==> config.mk <==
export PLATFORM = sky130hd
export DESIGN_NAME = pipeline_hazard_forward_unit
export DESIGN_NICKNAME = d
export VERILOG_FILES = /design/src/sv/hfu_pkg.sv /design/src/sv/hfu_cascade.sv /design/src/sv/hfu_ctrl.sv /design/src/sv/pipeline_hazard_forward_unit.sv
export SDC_FILE = /design/constraint.sdc
export NUM_CORES = 1
export LEC_CHECK = 0
export BUFFER_PORTS_ARGS = -buffer_cell sky130_fd_sc_hd__buf_2
export CELL_PAD_IN_SITES_DETAIL_PLACEMENT = 2
export CELL_PAD_IN_SITES_GLOBAL_PLACEMENT = 2
export CORE_ASPECT_RATIO = 1.25
export CORE_MARGIN = 2
export CORE_UTILIZATION = 30
export DETAILED_ROUTE_END_ITERATION = 12
export PLACE_DENSITY_LB_ADDON = 0.1
export SLEW_MARGIN = 10
export SYNTH_ARGS = -nofsm -noshare
export SYNTH_HDL_FRONTEND = slang
export SYNTH_HIERARCHICAL = 1
export SYNTH_SLANG_ARGS = --single-unit
==> constraint.sdc <==
create_clock -name clock -period 2.2 [get_ports clock]
set_input_delay 0.22 -clock clock [delete_from_list [all_inputs] [get_ports clock]]
set_output_delay 0.22 -clock clock [all_outputs]
set_load 0.01 [all_outputs]
==> src/sv/hfu_pkg.sv <==
`timescale 1ns / 1ps
// ----------------------------------------------------------------------------
// hfu_pkg
// shared types and constants of the pipeline hazard forward unit
// ----------------------------------------------------------------------------
package hfu_pkg;

   localparam int unsigned ADDR_BITS_DEF = 5;

   localparam int unsigned STALL_W = 7;
   localparam int unsigned FLUSH_W = 6;

   // forwarding mux codes
   localparam logic [1:0] SEL_RF   = 2'd0;
   localparam logic [1:0] SEL_MEM  = 2'd1;
   localparam logic [1:0] SEL_WB   = 2'd2;
   localparam logic [1:0] SEL_NEAR = 2'd3;

   // middle tier codes
   localparam logic [1:0] MID_NONE = 2'd0;
   localparam logic [1:0] MID_EX1B = 2'd1;
   localparam logic [1:0] MID_EX2  = 2'd2;

   // control input bit positions
   localparam int unsigned ISTALL_BIT = 0;
   localparam int unsigned DSTALL_BIT = 1;
   localparam int unsigned JAL_BIT    = 0;
   localparam int unsigned EXR_BIT    = 1;
   localparam int unsigned TRAP_BIT   = 2;

   // stall and flush patterns
   localparam logic [STALL_W-1:0] STALL_NONE  = 7'h00;
   localparam logic [STALL_W-1:0] STALL_ALL   = 7'h7F;
   localparam logic [STALL_W-1:0] STALL_LU    = 7'h03;
   localparam logic [STALL_W-1:0] STALL_FETCH = 7'h01;
   localparam logic [FLUSH_W-1:0] FLUSH_NONE  = 6'h00;
   localparam logic [FLUSH_W-1:0] FLUSH_ALL   = 6'h3F;
   localparam logic [FLUSH_W-1:0] FLUSH_IFID  = 6'h01;
   localparam logic [FLUSH_W-1:0] FLUSH_IDEX  = 6'h02;

   // result word layout
   localparam int unsigned RSP_RAW       = STALL_W + FLUSH_W + 20;
   localparam int unsigned RSP_W         = ((RSP_RAW + 7) / 8) * 8;
   localparam int unsigned RSP_STALL_LSB = 0;
   localparam int unsigned RSP_FLUSH_LSB = STALL_W;
   localparam int unsigned RSP_A_SEL_LSB = STALL_W + FLUSH_W;
   localparam int unsigned RSP_A_MID_LSB = STALL_W + FLUSH_W + 6;

   typedef struct packed {
      logic [1:0] sel;
      logic [1:0] mid;
   } fwd_type;

   typedef struct packed {
      logic [STALL_W-1:0] stall;
      logic [FLUSH_W-1:0] flush;
   } ctrl_type;

endpackage

==> src/sv/hfu_cascade.sv <==
`timescale 1ns / 1ps
// ----------------------------------------------------------------------------
// hfu_cascade
// priority forwarding cascade over five producer tiers for one operand
// ----------------------------------------------------------------------------
module hfu_cascade #(
   parameter int unsigned ADDR_BITS = hfu_pkg::ADDR_BITS_DEF
) (
   input  logic [ADDR_BITS-1:0] src,
   input  logic [ADDR_BITS+1:0] tier1,
   input  logic [ADDR_BITS+1:0] tier2,
   input  logic [ADDR_BITS+1:0] tier3,
   input  logic [ADDR_BITS+1:0] tier4,
   input  logic [ADDR_BITS:0]   tier5,
   output hfu_pkg::fwd_type     res
);

   function automatic logic hit(input logic [ADDR_BITS:0] p, input logic [ADDR_BITS-1:0] s);
      logic [ADDR_BITS-1:0] rd;
      begin
         rd  = p[ADDR_BITS-1:0];
         hit = p[ADDR_BITS] && (rd != '0) && (rd == s);
      end
   endfunction

   logic       hit1, hit2, hit3, hit4, hit5;
   logic [1:0] sel_code, mid_code;

   assign hit1 = hit(tier1[ADDR_BITS:0], src);
   assign hit2 = hit(tier2[ADDR_BITS:0], src);
   assign hit3 = hit(tier3[ADDR_BITS:0], src);
   // a load in the fourth tier has no data yet
   assign hit4 = hit(tier4[ADDR_BITS:0], src) && !tier4[ADDR_BITS+1];
   assign hit5 = hit(tier5, src);

   assign sel_code = hit1            ? hfu_pkg::SEL_NEAR :
                     (hit2 || hit3)  ? hfu_pkg::SEL_RF   :
                     hit4            ? hfu_pkg::SEL_MEM  :
                     hit5            ? hfu_pkg::SEL_WB   : hfu_pkg::SEL_RF;

   assign mid_code = hit1 ? hfu_pkg::MID_NONE :
                     hit2 ? hfu_pkg::MID_EX1B :
                     hit3 ? hfu_pkg::MID_EX2  : hfu_pkg::MID_NONE;

   assign res = '{sel: sel_code, mid: mid_code};

endmodule

==> src/sv/hfu_ctrl.sv <==
`timescale 1ns / 1ps
// ----------------------------------------------------------------------------
// hfu_ctrl
// load-use detection and stall / flush priority chain
// ----------------------------------------------------------------------------
module hfu_ctrl #(
   parameter int unsigned ADDR_BITS = hfu_pkg::ADDR_BITS_DEF
) (
   input  logic [ADDR_BITS-1:0] id_src1,
   input  logic [ADDR_BITS-1:0] id_src2,
   input  logic [ADDR_BITS+1:0] prod_ex1a,
   input  logic [ADDR_BITS+1:0] prod_ex1c,
   input  logic [ADDR_BITS+1:0] prod_ex1b,
   input  logic [ADDR_BITS+1:0] prod_ex2,
   input  logic [1:0]           cache_stalls,
   input  logic [2:0]           redirects,
   output hfu_pkg::ctrl_type    ctrl
);

   function automatic logic ld_use(input logic [ADDR_BITS+1:0] p,
                                   input logic [ADDR_BITS-1:0] s1,
                                   input logic [ADDR_BITS-1:0] s2);
      logic [ADDR_BITS-1:0] rd;
      begin
         rd     = p[ADDR_BITS-1:0];
         ld_use = p[ADDR_BITS+1] && (rd != '0) && ((rd == s1) || (rd == s2));
      end
   endfunction

   logic                        ld_hazard;
   logic                        trap, dstall, exr, jal, istall;
   logic [hfu_pkg::STALL_W-1:0] stall_code;
   logic [hfu_pkg::FLUSH_W-1:0] flush_code;

   assign ld_hazard = ld_use(prod_ex1a, id_src1, id_src2) ||
                      ld_use(prod_ex1c, id_src1, id_src2) ||
                      ld_use(prod_ex1b, id_src1, id_src2) ||
                      ld_use(prod_ex2,  id_src1, id_src2);

   assign trap   = redirects[hfu_pkg::TRAP_BIT];
   assign dstall = cache_stalls[hfu_pkg::DSTALL_BIT];
   assign exr    = redirects[hfu_pkg::EXR_BIT];
   assign jal    = redirects[hfu_pkg::JAL_BIT];
   assign istall = cache_stalls[hfu_pkg::ISTALL_BIT];

   // trap > dcache stall > ex redirect > jal > load-use > icache stall
   assign stall_code = trap         ? hfu_pkg::STALL_NONE  :
                       dstall       ? hfu_pkg::STALL_ALL   :
                       (exr || jal) ? hfu_pkg::STALL_NONE  :
                       ld_hazard    ? hfu_pkg::STALL_LU    :
                       istall       ? hfu_pkg::STALL_FETCH : hfu_pkg::STALL_NONE;

   assign flush_code = trap         ? hfu_pkg::FLUSH_ALL  :
                       dstall       ? hfu_pkg::FLUSH_NONE :
                       exr          ? hfu_pkg::FLUSH_ALL  :
                       jal          ? hfu_pkg::FLUSH_IFID :
                       ld_hazard    ? hfu_pkg::FLUSH_IDEX : hfu_pkg::FLUSH_NONE;

   assign ctrl = '{stall: stall_code, flush: flush_code};

endmodule

==> src/sv/pipeline_hazard_forward_unit.sv <==
`timescale 1ns / 1ps
// rsp_tvalid rises once the accepted req word has passed the input register and then the result register
// throughput: one word per cycle while rsp_tready is high; an empty input register refills while the result waits
// the single pass of cascade and priority logic between the two registers sets the rate
// reset clears both valid flags; the data registers are not reset, and no other state is kept
// ----------------------------------------------------------------------------
// pipeline_hazard_forward_unit
// forwarding selects and stall / flush vectors for the pipeline
// ----------------------------------------------------------------------------
module pipeline_hazard_forward_unit #(
   parameter  int unsigned ADDR_BITS = hfu_pkg::ADDR_BITS_DEF,
   localparam int unsigned REQ_RAW   = 10 * ADDR_BITS + 16,
   localparam int unsigned REQ_W     = ((REQ_RAW + 7) / 8) * 8
) (
   input  logic                      clock,
   input  logic                      reset,
   input  logic                      req_tvalid,
   output logic                      req_tready,
   // ex_src1, ex_src2, id_src1, id_src2, prod_ex1a, prod_ex1c, prod_ex1b,
   // prod_ex2, prod_mem, prod_wb, cache_stalls, redirects
   input  logic [REQ_W-1:0]          req_tdata,
   output logic                      rsp_tvalid,
   input  logic                      rsp_tready,
   // stall_bits, flush_bits, fwd_a_select, fwd_b_select, fwd_st_select,
   // fwd_a_middle, fwd_b_middle, fwd_st_middle, pre_a_select, pre_a_middle,
   // pre_b_select, pre_b_middle
   output logic [hfu_pkg::RSP_W-1:0] rsp_tdata
);

   localparam int unsigned PW      = ADDR_BITS + 2;
   localparam int unsigned OFS_ES1 = 0;
   localparam int unsigned OFS_ES2 = ADDR_BITS;
   localparam int unsigned OFS_IS1 = 2 * ADDR_BITS;
   localparam int unsigned OFS_IS2 = 3 * ADDR_BITS;
   localparam int unsigned OFS_P1A = 4 * ADDR_BITS;
   localparam int unsigned OFS_P1C = OFS_P1A + PW;
   localparam int unsigned OFS_P1B = OFS_P1A + 2 * PW;
   localparam int unsigned OFS_P2  = OFS_P1A + 3 * PW;
   localparam int unsigned OFS_PM  = OFS_P1A + 4 * PW;
   localparam int unsigned OFS_PWB = OFS_P1A + 5 * PW;
   localparam int unsigned OFS_CS  = OFS_PWB + ADDR_BITS + 1;
   localparam int unsigned OFS_RD  = OFS_CS + 2;
   localparam int unsigned PAD_W   = hfu_pkg::RSP_W - hfu_pkg::RSP_RAW;

   logic                     in_vld_ff, in_vld_in;
   logic                     out_vld_ff, out_vld_in;
   logic [REQ_RAW-1:0]       req_data_ff;
   logic [hfu_pkg::RSP_RAW-1:0] rsp_data_ff, rsp_data_in;
   logic                     req_take, advance;

   logic [ADDR_BITS-1:0]     ex_src1, ex_src2, id_src1, id_src2;
   logic [ADDR_BITS+1:0]     prod_ex1a, prod_ex1c, prod_ex1b, prod_ex2, prod_mem;
   logic [ADDR_BITS:0]       prod_wb;
   logic [1:0]               cache_stalls;
   logic [2:0]               redirects;

   hfu_pkg::fwd_type         fwd_a, fwd_b, pre_a, pre_b;
   hfu_pkg::ctrl_type        ctrl;

   // result register loads from a valid input register whenever it is empty or being drained
   assign advance    = !out_vld_ff || rsp_tready;
   assign req_tready = !in_vld_ff || advance;
   assign req_take   = req_tvalid && req_tready;
   assign in_vld_in  = req_take || (in_vld_ff && !advance);
   assign out_vld_in = advance ? in_vld_ff : out_vld_ff;

   always_ff @(posedge clock) begin
      if (reset) begin
         in_vld_ff  <= 1'b0;
         out_vld_ff <= 1'b0;
      end else begin
         in_vld_ff  <= in_vld_in;
         out_vld_ff <= out_vld_in;
      end
   end

   always_ff @(posedge clock) begin
      if (req_take) begin
         req_data_ff <= req_tdata[REQ_RAW-1:0];
      end
      if (advance && in_vld_ff) begin
         rsp_data_ff <= rsp_data_in;
      end
   end

   assign ex_src1      = req_data_ff[OFS_ES1 +: ADDR_BITS];
   assign ex_src2      = req_data_ff[OFS_ES2 +: ADDR_BITS];
   assign id_src1      = req_data_ff[OFS_IS1 +: ADDR_BITS];
   assign id_src2      = req_data_ff[OFS_IS2 +: ADDR_BITS];
   assign prod_ex1a    = req_data_ff[OFS_P1A +: PW];
   assign prod_ex1c    = req_data_ff[OFS_P1C +: PW];
   assign prod_ex1b    = req_data_ff[OFS_P1B +: PW];
   assign prod_ex2     = req_data_ff[OFS_P2 +: PW];
   assign prod_mem     = req_data_ff[OFS_PM +: PW];
   assign prod_wb      = req_data_ff[OFS_PWB +: ADDR_BITS + 1];
   assign cache_stalls = req_data_ff[OFS_CS +: 2];
   assign redirects    = req_data_ff[OFS_RD +: 3];

   hfu_cascade #(.ADDR_BITS(ADDR_BITS)) u_fwd_a (
      .src   (ex_src1),
      .tier1 (prod_ex1c),
      .tier2 (prod_ex1b),
      .tier3 (prod_ex2),
      .tier4 (prod_mem),
      .tier5 (prod_wb),
      .res   (fwd_a)
   );

   hfu_cascade #(.ADDR_BITS(ADDR_BITS)) u_fwd_b (
      .src   (ex_src2),
      .tier1 (prod_ex1c),
      .tier2 (prod_ex1b),
      .tier3 (prod_ex2),
      .tier4 (prod_mem),
      .tier5 (prod_wb),
      .res   (fwd_b)
   );

   // id stage view: every producer one stage younger, mem in the wb tier
   hfu_cascade #(.ADDR_BITS(ADDR_BITS)) u_pre_a (
      .src   (id_src1),
      .tier1 (prod_ex1a),
      .tier2 (prod_ex1c),
      .tier3 (prod_ex1b),
      .tier4 (prod_ex2),
      .tier5 (prod_mem[ADDR_BITS:0]),
      .res   (pre_a)
   );

   hfu_cascade #(.ADDR_BITS(ADDR_BITS)) u_pre_b (
      .src   (id_src2),
      .tier1 (prod_ex1a),
      .tier2 (prod_ex1c),
      .tier3 (prod_ex1b),
      .tier4 (prod_ex2),
      .tier5 (prod_mem[ADDR_BITS:0]),
      .res   (pre_b)
   );

   hfu_ctrl #(.ADDR_BITS(ADDR_BITS)) u_ctrl (
      .id_src1      (id_src1),
      .id_src2      (id_src2),
      .prod_ex1a    (prod_ex1a),
      .prod_ex1c    (prod_ex1c),
      .prod_ex1b    (prod_ex1b),
      .prod_ex2     (prod_ex2),
      .cache_stalls (cache_stalls),
      .redirects    (redirects),
      .ctrl         (ctrl)
   );

   // store data path follows operand b
   assign rsp_data_in = {pre_b.mid, pre_b.sel, pre_a.mid, pre_a.sel,
                         fwd_b.mid, fwd_b.mid, fwd_a.mid,
                         fwd_b.sel, fwd_b.sel, fwd_a.sel,
                         ctrl.flush, ctrl.stall};

   assign rsp_tvalid = out_vld_ff;
   assign rsp_tdata  = {{PAD_W{1'b0}}, rsp_data_ff};

endmodule

==> results.md <==
* Reg2reg setup slack at 150 ps
* Hold Buf Count CTS at 0
* Sequential Power Share at 48.0%
* Hold Startpoint: reset
* Drt drc at 0
* Pwr Density at 709 nW/um^2
* Period utilization at 93.1%
* Psw at 1.18 mW
* Worst R2R End: rsp_data_ff[8]$_DFFE_PP_
* CP endpoint kind: register
* Final core occ at 37.1%
* Grt met2 use at 27.8%
* DR vias/cell at 4.79
* Vias in the first global route at 4256
* R2R cell count at 6
* Final Total Pwr at 4.78 mW
* Setup Buffers After CTS at 0
* RSZ-0062 raised after global routing: false
* Startpoint types: register
* Post-Synthesis Cell Area at 5570 sq um
* Yosys reg bits at 97
* TritonCTS clock tree: built
* Area of the multi-input gates at 2340 sq um
* CTS H-tree lvls at 3
* Max_cap viols at 0
* Antenna cell count at 0
* Synthesis Warnings at 6
* I/O Pins at 118
* Fin. max-slew vios at 0
* Distinct cell type count after synthesis at 43
* Min-Delay Path Depth at 2
* Minimum clock period at 2050 ps
* Final ANT Viol Nets at 0
* Chip height at 156 um
* Met3 Use GR at 2.22%
* TritonCTS buffer count at 9
* Share of cells above drive strength 1 at 34.9%
* Leak at 2.51 nW
* Routed wire per std cell at 19.1 um
* First-pass GRT wire length at 23.8 mm
* Root buf cell: clkbuf_16
* Initial Utilization at 30.7%
* CTS Buffer Depth at 2
* Row count at 55
* Comb pwr share at 13.4%
* Syn Inst Count at 445
* Area growth from synthesis to layout at 21.1%
* Avg Cell Area, Syn at 12.5 sq um
* CP Max Fanout at 11
* Die width at 126 um
* Routed vias at 3824
* Initial antenna violation count at 0
* Worst EP required at 2390 ps
* Layout net count at 642
* Total GRT Usage at 16.0%
* DRT iter0 DRCs at 140
* Status: finished clean
* Clock group share of total power at 38.6%
* Core Region at 18200 sq um
* Reg-to-reg startpoint: req_data_ff[14]$_DFFE_PP_
* Cts repair resizes at 0
* GP Congestion at 0.791
* Maximum clock rate at 488 MHz
* Endpoints failing setup at 0
* Critical Path AT at 2230 ps
* Pin count of the biggest net entering global routing at 67
* Routed WL at 15.3 mm
* Layer with the highest usage: met2
* Met1 GRT Util at 20.4%
* Clock tree sinks at 97
* Sequential area share after synthesis at 51.9%
* Worst-path clk slew at 70 ps
* Hold Path Class: in -> reg
* Max_slew headroom at 52.7%
* Drt pass-1 iters at 4
* Die ar. at 19700 sq um
* Clk Latency, worst-skew pair at 360 ps
* Pint at 3.61 mW
* Maximum vdd drop at 339 uV
* Gr ovfl total at 0
* CP Class: reg -> reg
* Port-buffer cells at 104
* Sequential cell area at 2890 sq um
* Fillcell total at 1928
* Hold path endpoint: in_vld_ff$_SDFF_PP0_
* Setup tns final at 0 ps
* Worst-Margin Slew at 710 ps
* Post-DP HPWL at 11.5 mm
* Fin. Hold Viols at 0
* Sw Ratio at 24.6%
* Clock skew at 7.98 ps
[logic make-up after synthesis]
kind of cell | share of synthesized area (%)
simple gates | 15.2
xor+xnor | 18.9
flops | 51.9
buf+inv | 6.49
compound gates | 7.41
other cells | 0.0673
[final cells by class]
type | count | area share (%)
Clock inverter | 6 | 1.67
Timing Repair Buffer | 147 | 12.7
Clock buffer | 10 | 3.54
Tap cell | 228 | 4.23
Multi-Input combinational cell | 306 | 34.7
Inverter | 5 | 0.278
Sequential cell | 97 | 42.9
[stage by stage]
| step | instances | setup slack [ps] | hold slack, ps | area, sq um |
|---|---|---|---|---|
| after floorplan | 451 | 371 | 282 | 5590 |
| after global placement | 783 | 146 | 397 | 6390 |
| after detailed placement | 783 | 137 | 398 | 6390 |
| after CTS | 799 | 112 | 19.5 | 6740 |
| after global routing | 799 | 53.7 | 25.2 | 6740 |
| final | 799 | 153 | 33.6 | 6740 |
[cell usage after synthesis, drive strengths merged]
cell type,count,area share [%]
nand2,30,2.0
inv,5,0.34
nor2,13,1.1
or4,12,1.9
o211ai,4,0.54
and4,1,0.20
xnor2,72,11
o211a,4,0.72
nor3,16,1.4
nor3b,4,0.54
or3,4,0.45
nand4,4,0.45
and2,10,1.2
edfxtp,95,51
dfxtp,2,0.72
o31ai,5,0.92
xor2,48,7.5
o21ai,4,0.36
a21oi,9,1.0
nand3,16,1.4
conb,1,0.067
or2,4,0.45
nor4,8,2.0
nand3b,1,0.36
o221ai,4,0.63
nor2b,4,0.45
nor4b,4,1.1
buf,42,6.1
clkbuf,1,0.090
o41ai,8,1.8
a211oi,8,1.4
nand2b,2,0.22
[registers in the layout (all words and copies together) (netlist names)]
register	count
rsp_tvalid	1
in_vld_ff	1
req_data_ff	66
rsp_data_ff	29
[power groups by stage]
stage               logic [mW]  clock network, mW  registers [mW]
floorplan                0.446                  0            2.30
global placement         0.616                  0            2.34
detailed placement       0.646                  0            2.34
CTS                      0.651               1.90            2.30
global route             0.706               1.96            2.31
finish                   0.641               1.85            2.29
[worst max-delay path, cell delays in order, from the launching register on]
cell,delay [ps]
edfxtp_1,730
xnor2_1,190
nand3_1,110
nor3_1,220
o221ai_1,180
and4_4,280
o31ai_4,170
[worst max-delay path by stage]
stage	startpoint	end	slack, ps	cells after the start
final	req_data_ff[14]$_DFFE_PP_	rsp_data_ff[8]$_DFFE_PP_	150	6
after global routing	req_data_ff[14]$_DFFE_PP_	rsp_data_ff[28]$_DFFE_PP_	50	6
after CTS	req_data_ff[14]$_DFFE_PP_	rsp_data_ff[8]$_DFFE_PP_	110	6
after detailed placement	req_data_ff[10]$_DFFE_PP_	rsp_data_ff[28]$_DFFE_PP_	140	6
after global placement	req_data_ff[17]$_DFFE_PP_	rsp_data_ff[32]$_DFFE_PP_	150	6
after floorplan	req_data_ff[35]$_DFFE_PP_	rsp_data_ff[8]$_DFFE_PP_	370	4
[cell usage in the layout, fill, tap and decap left out, drive strengths merged, types with 5 or more instances in the layout]
| master | n |
|---|---|
| buf | 147 |
| edfxtp | 95 |
| xnor2 | 72 |
| xor2 | 48 |
| nand2 | 30 |
| nand3 | 16 |
| nor3 | 16 |
| nor2 | 13 |
| or4 | 12 |
| clkbuf | 10 |
| and2 | 10 |
| a21oi | 9 |
| nor4 | 8 |
| a211oi | 8 |
| o41ai | 8 |
| conb | 7 |
| inv | 6 |
| o31ai | 5 |
[layer usage]
metal,part of all wire [%],routed length (um)
met5,0,0
met4,1.5,231
met3,3.5,532
met2,50,7660
met1,45,6860
Note: power is estimated with default switching activity, not from simulation.
